===== config.mk =====
export PLATFORM = sky130hd
export DESIGN_NAME = ternary_weight_dot_accumulate
export DESIGN_NICKNAME = d
export VERILOG_FILES = /design/src/hdl/twda_pkg.sv /design/src/hdl/twda_lane.sv /design/src/hdl/twda_merge.sv /design/src/hdl/twda_fifo.sv /design/src/hdl/ternary_weight_dot_accumulate.sv
export VERILOG_INCLUDE_DIRS = /design/src /design/src/hdl
export SDC_FILE = /design/constraint.sdc
export NUM_CORES = 1
export LEC_CHECK = 0
export BUFFER_PORTS_ARGS = -buffer_cell sky130_fd_sc_hd__buf_2
export CAP_MARGIN = 20
export CORE_MARGIN = 2
export CORE_UTILIZATION = 60
export CTS_BUF_LIST = sky130_fd_sc_hd__clkbuf_8
export CTS_CLUSTER_DIAMETER = 200
export CTS_CLUSTER_SIZE = 10
export DETAILED_ROUTE_END_ITERATION = 6
export GPL_TIMING_DRIVEN = 1
export HOLD_SLACK_MARGIN = 0.02
export PLACE_DENSITY_LB_ADDON = 0.08
export SLEW_MARGIN = 40
export SYNTH_ARGS = -nofsm -noshare
export SYNTH_HDL_FRONTEND = slang
export SYNTH_SLANG_ARGS = --single-unit

===== constraint.sdc =====
create_clock -name i_clk -period 4.74 [get_ports i_clk]
set_input_delay 0.474 -clock i_clk [delete_from_list [all_inputs] [get_ports i_clk]]
set_output_delay 0.474 -clock i_clk [all_outputs]
set_load 0.005 [all_outputs]

===== src/hdl/ternary_weight_dot_accumulate_defines.svh =====
// Assertion macros for the ternary weight dot accumulator.
// Used by the top level only; no other dependencies.
`ifndef TERNARY_WEIGHT_DOT_ACCUMULATE_DEFINES_SVH
`define TERNARY_WEIGHT_DOT_ACCUMULATE_DEFINES_SVH

// Check that a condition holds in the same cycle as its trigger.
`define TWDA_ASSERT_SAME(label, clk, rst_n, trig, cond, msg) \
    label: assert property (@(posedge clk) disable iff (!rst_n) (trig) |-> (cond)) \
        else $error(msg);

// Check that a condition holds in the cycle after its trigger.
`define TWDA_ASSERT_NEXT(label, clk, rst_n, trig, cond, msg) \
    label: assert property (@(posedge clk) disable iff (!rst_n) (trig) |=> (cond)) \
        else $error(msg);

`endif


===== src/hdl/twda_pkg.sv =====
// Shared types and constants for the ternary weight dot accumulator.
// No dependencies.
package twda_pkg;

    localparam int CODE_W = 2;
    localparam int ACT_W  = 8;
    localparam int PROD_W = 10;
    localparam int ACC_W  = 32;

    typedef enum logic [CODE_W-1:0] {
        W_NEG  = 2'd0,
        W_ZERO = 2'd1,
        W_POS  = 2'd2,
        W_TWO  = 2'd3
    } t_wcode;

    typedef struct packed {
        logic             valid;
        logic             first;
        logic             last;
        logic [ACC_W-1:0] prior;
    } t_ctl;

endpackage


===== src/hdl/twda_lane.sv =====
// One lane: multiplies a signed activation by a weight code of -1, 0, 1 or 2.
// Depends on twda_pkg.
module twda_lane import twda_pkg::*; (
    input  logic                     i_clk,
    input  logic [CODE_W-1:0]        i_code,
    input  logic signed [ACT_W-1:0]  i_act,
    output logic signed [PROD_W-1:0] o_prod
);

    logic signed [PROD_W-1:0] r_prod;
    logic signed [PROD_W-1:0] n_prod;
    logic signed [PROD_W-1:0] w_act;

    assign w_act = PROD_W'(i_act);

    always_comb begin
        case (t_wcode'(i_code))
            W_NEG:   n_prod = -w_act;
            W_ZERO:  n_prod = '0;
            W_POS:   n_prod = w_act;
            W_TWO:   n_prod = w_act <<< 1;
            default: n_prod = '0;
        endcase
    end

    always_ff @(posedge i_clk) begin
        r_prod <= n_prod;
    end

    assign o_prod = r_prod;

endmodule


===== src/hdl/twda_merge.sv =====
// Merge stage: adds the lane products, keeps the running row sum and forms
// the row result. Depends on twda_pkg.
module twda_merge import twda_pkg::*; #(
    parameter int LANES = 4
) (
    input  logic                     i_clk,
    input  logic                     i_rst_n,
    input  logic signed [PROD_W-1:0] i_prod [LANES],
    input  t_ctl                     i_ctl,
    output logic                     o_wr,
    output logic [ACC_W-1:0]         o_wdata
);

    localparam int DOT_W = PROD_W + $clog2(LANES) + 1;

    logic signed [DOT_W-1:0] n_dot;
    logic signed [DOT_W-1:0] r_dot;
    t_ctl                    r_ctl2;
    t_ctl                    r_ctl3;
    logic [ACC_W-1:0]        r_total;
    logic [ACC_W-1:0]        n_total;
    logic [ACC_W-1:0]        w_base;
    logic                    r_clr;

    always_comb begin
        n_dot = '0;
        for (int i = 0; i < LANES; i++) begin
            n_dot = n_dot + DOT_W'(i_prod[i]);
        end
    end

    assign w_base  = (r_ctl2.first || r_clr) ? '0 : r_total;
    assign n_total = w_base + ACC_W'(r_dot);

    always_ff @(posedge i_clk) begin
        if (!i_rst_n) begin
            r_ctl2 <= '0;
            r_ctl3 <= '0;
            r_clr  <= 1'b1;
        end else begin
            r_ctl2 <= i_ctl;
            r_ctl3 <= r_ctl2;
            if (r_ctl2.valid) begin
                r_clr <= r_ctl2.last;
            end
        end
    end

    always_ff @(posedge i_clk) begin
        r_dot <= n_dot;
        if (r_ctl2.valid) begin
            r_total <= n_total;
        end
    end

    assign o_wr    = r_ctl3.valid && r_ctl3.last;
    assign o_wdata = r_ctl3.prior + r_total;

endmodule


===== src/hdl/twda_fifo.sv =====
// Result queue between the merge stage and the output stream.
// Depends on twda_pkg.
module twda_fifo import twda_pkg::*; #(
    parameter int DEPTH = 8
) (
    input  logic                       i_clk,
    input  logic                       i_rst_n,
    input  logic                       i_wr,
    input  logic [ACC_W-1:0]           i_wdata,
    input  logic                       i_rd,
    output logic                       o_valid,
    output logic [ACC_W-1:0]           o_rdata,
    output logic [$clog2(DEPTH+1)-1:0] o_level
);

    localparam int PTR_W = $clog2(DEPTH);
    localparam int LVL_W = $clog2(DEPTH + 1);

    logic [ACC_W-1:0] r_mem [DEPTH];
    logic [PTR_W-1:0] r_wptr;
    logic [PTR_W-1:0] r_rptr;
    logic [LVL_W-1:0] r_level;
    logic             w_rd;

    assign w_rd = i_rd && (r_level != '0);

    always_ff @(posedge i_clk) begin
        if (i_wr) begin
            r_mem[r_wptr] <= i_wdata;
        end
    end

    always_ff @(posedge i_clk) begin
        if (!i_rst_n) begin
            r_wptr  <= '0;
            r_rptr  <= '0;
            r_level <= '0;
        end else begin
            if (i_wr) begin
                r_wptr <= (r_wptr == PTR_W'(DEPTH - 1)) ? '0 : r_wptr + PTR_W'(1);
            end
            if (w_rd) begin
                r_rptr <= (r_rptr == PTR_W'(DEPTH - 1)) ? '0 : r_rptr + PTR_W'(1);
            end
            case ({i_wr, w_rd})
                2'b10:   r_level <= r_level + LVL_W'(1);
                2'b01:   r_level <= r_level - LVL_W'(1);
                default: r_level <= r_level;
            endcase
        end
    end

    assign o_valid = (r_level != '0);
    assign o_rdata = r_mem[r_rptr];
    assign o_level = r_level;

endmodule


===== src/hdl/ternary_weight_dot_accumulate.sv =====
// Ternary weight dot accumulator: four weight lanes, adder merge, row sum.
// Throughput: one item per cycle; the lane and merge pipeline never stalls,
// and s_axis_tready drops only while FIFO_DEPTH results are outstanding.
// Synchronous active-low reset empties the pipeline and queue, zeroes the row sum.
// Depends on twda_pkg, twda_lane, twda_merge, twda_fifo and the defines header.
`include "ternary_weight_dot_accumulate_defines.svh"

module ternary_weight_dot_accumulate import twda_pkg::*; #(
    parameter int  LANES      = 4,
    parameter int  FIFO_DEPTH = 8,
    localparam int S_TDATA_W  = ((CODE_W * LANES + ACT_W * LANES + ACC_W + 7) / 8) * 8
) (
    input  logic                 i_clk,
    input  logic                 i_rst_n,
    input  logic                 s_axis_tvalid,
    output logic                 s_axis_tready,
    // weight_byte, act0 .. act(LANES-1), prior_acc, zero fill
    input  logic [S_TDATA_W-1:0] s_axis_tdata,
    // first_of_row
    input  logic                 s_axis_tuser,
    input  logic                 s_axis_tlast,
    output logic                 m_axis_tvalid,
    input  logic                 m_axis_tready,
    // row_acc
    output logic [ACC_W-1:0]     m_axis_tdata
);

    localparam int WB_W  = CODE_W * LANES;
    localparam int PRI_L = WB_W + ACT_W * LANES;
    localparam int OUT_W = $clog2(FIFO_DEPTH + 1);

    logic                       w_in_hs;
    logic                       w_out_hs;
    logic signed [PROD_W-1:0]   w_prod [LANES];
    t_ctl                       r_ctl1;
    logic                       w_wr;
    logic [ACC_W-1:0]           w_wdata;
    logic [OUT_W-1:0]           r_outstanding;
    logic [OUT_W-1:0]           w_level;

    assign w_in_hs  = s_axis_tvalid && s_axis_tready;
    assign w_out_hs = m_axis_tvalid && m_axis_tready;

    assign s_axis_tready = (r_outstanding < OUT_W'(FIFO_DEPTH));

    for (genvar g = 0; g < LANES; g++) begin : g_lane
        twda_lane u_lane (
            .i_clk  (i_clk),
            .i_code (s_axis_tdata[CODE_W*g +: CODE_W]),
            .i_act  (s_axis_tdata[WB_W + ACT_W*g +: ACT_W]),
            .o_prod (w_prod[g])
        );
    end

    always_ff @(posedge i_clk) begin
        if (!i_rst_n) begin
            r_ctl1 <= '0;
        end else begin
            r_ctl1.valid <= w_in_hs;
            r_ctl1.first <= s_axis_tuser;
            r_ctl1.last  <= s_axis_tlast;
            r_ctl1.prior <= s_axis_tdata[PRI_L +: ACC_W];
        end
    end

    twda_merge #(
        .LANES (LANES)
    ) u_merge (
        .i_clk   (i_clk),
        .i_rst_n (i_rst_n),
        .i_prod  (w_prod),
        .i_ctl   (r_ctl1),
        .o_wr    (w_wr),
        .o_wdata (w_wdata)
    );

    twda_fifo #(
        .DEPTH (FIFO_DEPTH)
    ) u_fifo (
        .i_clk   (i_clk),
        .i_rst_n (i_rst_n),
        .i_wr    (w_wr),
        .i_wdata (w_wdata),
        .i_rd    (m_axis_tready),
        .o_valid (m_axis_tvalid),
        .o_rdata (m_axis_tdata),
        .o_level (w_level)
    );

    always_ff @(posedge i_clk) begin
        if (!i_rst_n) begin
            r_outstanding <= '0;
        end else begin
            case ({w_in_hs && s_axis_tlast, w_out_hs})
                2'b10:   r_outstanding <= r_outstanding + OUT_W'(1);
                2'b01:   r_outstanding <= r_outstanding - OUT_W'(1);
                default: r_outstanding <= r_outstanding;
            endcase
        end
    end

    `TWDA_ASSERT_SAME(a_level_le_outstanding, i_clk, i_rst_n, 1'b1,
        w_level <= r_outstanding, "queue holds more results than outstanding")
    `TWDA_ASSERT_SAME(a_wr_has_room, i_clk, i_rst_n, w_wr,
        w_level < OUT_W'(FIFO_DEPTH) || w_out_hs, "queue written while full")
    `TWDA_ASSERT_NEXT(a_out_drains, i_clk, i_rst_n, w_out_hs && !(w_in_hs && s_axis_tlast),
        r_outstanding == $past(r_outstanding) - OUT_W'(1),
        "outstanding count not reduced by delivered item")

endmodule


==> flow_summary_export.csv <==
group,metric,value,unit
outcome,status,"finished clean",
sta,tightest_slew,0.804,ns
global_routing,grt_util_all_layers,22.7,%
placement,dp_slack,1.13,ns
cells_and_area,ff_latch_area,12200,sq um
routing,routed-wl-met3,2150,um
cells_and_area,drive_above_1_share,17.4,%
logic_synthesis,synth.distinct_cells,67,
logic_synthesis,synthFlopType,"edfxtp_1",
worst_setup_path,r2r_slack,1.15,ns
pwr,leakage,8.86,nW
logic_synthesis,synth_seq_area_share,57.3,%
pwr,netSwitchingFraction,28.3,%
cells_and_area,layout_common_cells,"edfxtp_1, dfxtp_1, and2_1, buf_2, nand2_1",
die,pin_count,112,
worst_setup_path,crit_path_end_kind,"flip-flop",
pwr,internal-power,0.00635,W
routing,dr_wl_met2,18500,um
clocking,clockRootBuffer,"clkbuf_8",
die,core,34600,sq um
clocking,cts_made_buffers,52,
worst_setup_path,cp.depth,17,
worst_setup_path,crit_chain,"inv_1 > fa_1 > inv_1 > ha_1 > fa_1 > a21oi_1 > nor2_1 > nor2_1 > o21bai_1 > a21oi_1 > o21ai_0 > xor2_1 > ha_1 > or2_2 > a21oi_1 > a21oi_1 > xor2_1",
sta,finClkSkew,0.0225,ns
pwr,power_density,383,nW/um^2
sta,maxSlewViolCount,0,
die,num_rows,68,
routing,dr.first_iter.drc_count,881,
global_routing,gr-total-overflow,0,
worst_setup_path,arrival,4.09,ns
global_routing,grt_max_degree,79,
sta,setup_tns,0,ns
die,die_area,36800,sq um
routing,first_pass_iters,7,
pwr,switching_power,0.00250,W
cells_and_area,diodes,0,
cells_and_area,multi_input_area,8640,sq um
worst_setup_path,cp_num_buf_inv,2,
clocking,cts_resized,0,
worst_setup_path,cpPeakStageDelay,0.53,ns
placement,gp_congestion,0.886,
pwr,power_frac_clock,26.6,%
die,initial_utilization,61.2,%
cells_and_area,layout_commonest_cell,"edfxtp_1",
die,die_w,192,um
sta,slew_headroom,46.0,%
sta,finalWorstSetupSlack,1.15,ns
global_routing,grt_pass1_wl,65400,um
sta,hold_violations,0,
job,drv_cap,0,
sta,final-setup-viol-count,0,
worst_hold_path,hold_class,"in -> reg",
worst_setup_path,critical_path.slowest_cell,"fa_1",
clocking,cts_tree,"yes",
clocking,cts_num_sinks,463,
clocking,clk_path_buf_depth,3,
worst_hold_path,hold_end,"r_ctl1[31]$_SDFF_PN0_",
logic_synthesis,synthArstFlopShare,0,%
sta,hold_ws,0.0737,ns
logic_synthesis,synth_edf_count,288,
global_routing,grt_pass1_vias,12500,
worst_setup_path,critical_path.top_delay_family,"adder cells",
global_routing,antenna_found_initial,0,
routing,via_count,12900,
worst_setup_path,timing.rr.start,"g_lane[0].u_lane.o_prod[1]$_DFF_P_",
placement,dp_cells,2176,
routing,wire_per_inst,17.9,um
clocking,path_clk_slew,0.07,ns
cells_and_area,stdcell_count,2265,
logic_synthesis,avgSynthCellArea,12.7,sq um
clocking,cts_hold_buffers,0,
sta,layout_min_cycle_time,3.59,ns
worst_hold_path,hp-start,"s_axis_tdata[71]",
logic_synthesis,syn_nets,1856,
cells_and_area,area_growth,9.20,%
placement,dp_hpwl,27700,um
logic_synthesis,synth_cells,1663,
sta,rsz0062_at_grt,"no",
pwr,pwr-share-comb,20.9,%
routing,wl,40700,um
clocking,postCtsSetupBuffers,0,
sta,timing.fmax,278,MHz
worst_setup_path,r2r_end,"u_merge.r_dot[11]$_DFF_P_",
worst_setup_path,worst_setup_path_start_kind,"flip-flop",
pwr,pwr-share-seq,52.4,%
worst_hold_path,hold_depth,2,
cells_and_area,fill_cells,2585,
die,die_y,192,um
worst_setup_path,required,5.23,ns
placement,io_buffers,111,
clocking,h-tree-depth,2,
routing,wl_met1,19000,um
clocking,clkLatencyLatePin,0.61,ns
sta,period_share,75.8,%
logic_synthesis,ys_seq_elements,463,
routing,ant_nets,0,
routing,post-route-drc-count,0,
worst_setup_path,cp_max_fo,4,
cells_and_area,nNetsFinal,1968,
worst_setup_path,reg2regPathDepth,17,
logic_synthesis,netlist_area,21200,sq um
pwr,vdd.ir_drop.worst,267,uV
worst_setup_path,cp_common_cell,"a21oi_1",
routing,top_layer,"met4",
worst_setup_path,critPathKind,"reg -> reg",
routing,avgViaCountPerCell,5.68,
logic_synthesis,ys_warn_count,0,
power groups by stage:
stage | sequential (W) | combinational, W | clock [W]
floorplan | 0.00472 | 0.00140 | 0
global placement | 0.00473 | 0.00178 | 0
detailed placement | 0.00473 | 0.00183 | 0
CTS | 0.00464 | 0.00184 | 0.00244
global route | 0.00465 | 0.00210 | 0.00259
finish | 0.00464 | 0.00185 | 0.00235
routing by layer:
metal  global-route usage (%)  up-vias
li1                         -     6336
met1                     32.8     6134
met2                     36.2      336
met3                     3.22       68
met4                     6.48        0
met5                        0        -
worst reg2reg max path: stages (launching register included):
cell and delay (ns):
dfxtp_1 0.31, inv_1 0.05, fa_1 0.53, inv_1 0.04, ha_1 0.21, fa_1 0.40
a21oi_1 0.14, nor2_1 0.05, nor2_1 0.15, o21bai_1 0.09, a21oi_1 0.21, o21ai_0 0.17
xor2_1 0.19, ha_1 0.35, or2_2 0.29, a21oi_1 0.14, a21oi_1 0.06, xor2_1 0.15
cell type report:
cell class,instances,area share [%]
clock inverter,36,0.671
inverter,49,0.795
timing repair buffer,129,3.04
multi-input combinational,1080,37.3
clock buffer,53,3.15
tap,455,2.46
sequential,463,52.5
cells in the mapped netlist (4+ instances only):
master / count / area share [%]
mux2_2: 42 / 2.2
mux4_2: 64 / 6.8
and3_1: 5 / 0.15
fa_1: 16 / 1.5
nor2b_1: 11 / 0.32
o21a_1: 12 / 0.43
mux2i_1: 4 / 0.19
nand4_1: 9 / 0.27
o31a_1: 6 / 0.25
and2_1: 146 / 4.3
nor3_1: 41 / 0.97
buf_2: 10 / 0.24
o21bai_1: 9 / 0.32
a22o_1: 6 / 0.25
a31oi_1: 13 / 0.38
nor4_1: 8 / 0.24
dfxtp_1: 175 / 17
a21boi_0: 8 / 0.28
or3_1: 7 / 0.21
o21ai_0: 87 / 2.1
nand3_1: 21 / 0.50
or4_1: 4 / 0.14
a211oi_1: 11 / 0.39
a211o_1: 4 / 0.17
buf_1: 5 / 0.089
nor2_1: 78 / 1.4
nand2_1: 100 / 1.8
nor3b_1: 4 / 0.14
o211ai_1: 6 / 0.21
o21ai_1: 7 / 0.17
a21oi_1: 91 / 2.1
nand2b_1: 7 / 0.21
xor2_1: 25 / 1.0
ha_1: 99 / 5.8
edfxtp_1: 288 / 41
xnor2_1: 62 / 2.6
clkbuf_1: 56 / 0.99
inv_1: 49 / 0.87
a21o_1: 24 / 0.85
logic make-up after synthesis:
logic type / after synthesis / share of synthesized area, %
AO/OA/AOI/OAI: 316 / 9.29
XOR/XNOR: 87 / 3.60
multiplexers: 110 / 9.22
flip-flops: 463 / 57.3
adder cells (fa/ha/maj): 115 / 7.36
buffers and inverters: 120 / 2.18
AND/OR/NAND/NOR: 452 / 11.0
through the flow:
stage	utilization, %	total power (W)	instance area (sq um)
2_1_floorplan	-	0.00612	21200
3_3_place_gp	64.1	0.00651	22200
4_1_cts	66.7	0.00892	23100
3_5_place_dp	64.2	0.00656	22200
6_report	66.8	0.00885	23100
5_1_grt	66.8	0.00934	23100
registers in the layout (all words and copies together), names as in the netlist, 4 cells and up, named ones only:
signal                count
u_merge.r_total          32
g_lane.u_lane.o_prod     40
r_ctl1                   35
u_fifo.o_level            4
u_merge.r_ctl3           34
r_outstanding             4
u_merge.r_ctl2           35
u_fifo.r_mem            256
u_merge.r_dot            13
how the worst max path moves through the flow:
stage / start / to / slack, ns
2_1_floorplan: u_merge.r_ctl3[34]$_SDFF_PN0_ / u_fifo.r_mem[0][0]$_DFFE_PP_ / 0.64
3_3_place_gp: g_lane[0].u_lane.o_prod[1]$_DFF_P_ / u_merge.r_dot[11]$_DFF_P_ / 1.17
3_5_place_dp: g_lane[0].u_lane.o_prod[1]$_DFF_P_ / u_merge.r_dot[11]$_DFF_P_ / 1.13
4_1_cts: g_lane[0].u_lane.o_prod[1]$_DFF_P_ / u_merge.r_dot[11]$_DFF_P_ / 1.12
5_1_grt: g_lane[0].u_lane.o_prod[1]$_DFF_P_ / u_merge.r_dot[11]$_DFF_P_ / 0.90
6_report: g_lane[0].u_lane.o_prod[1]$_DFF_P_ / u_merge.r_dot[11]$_DFF_P_ / 1.15
(Power assumes the default switching activity.)
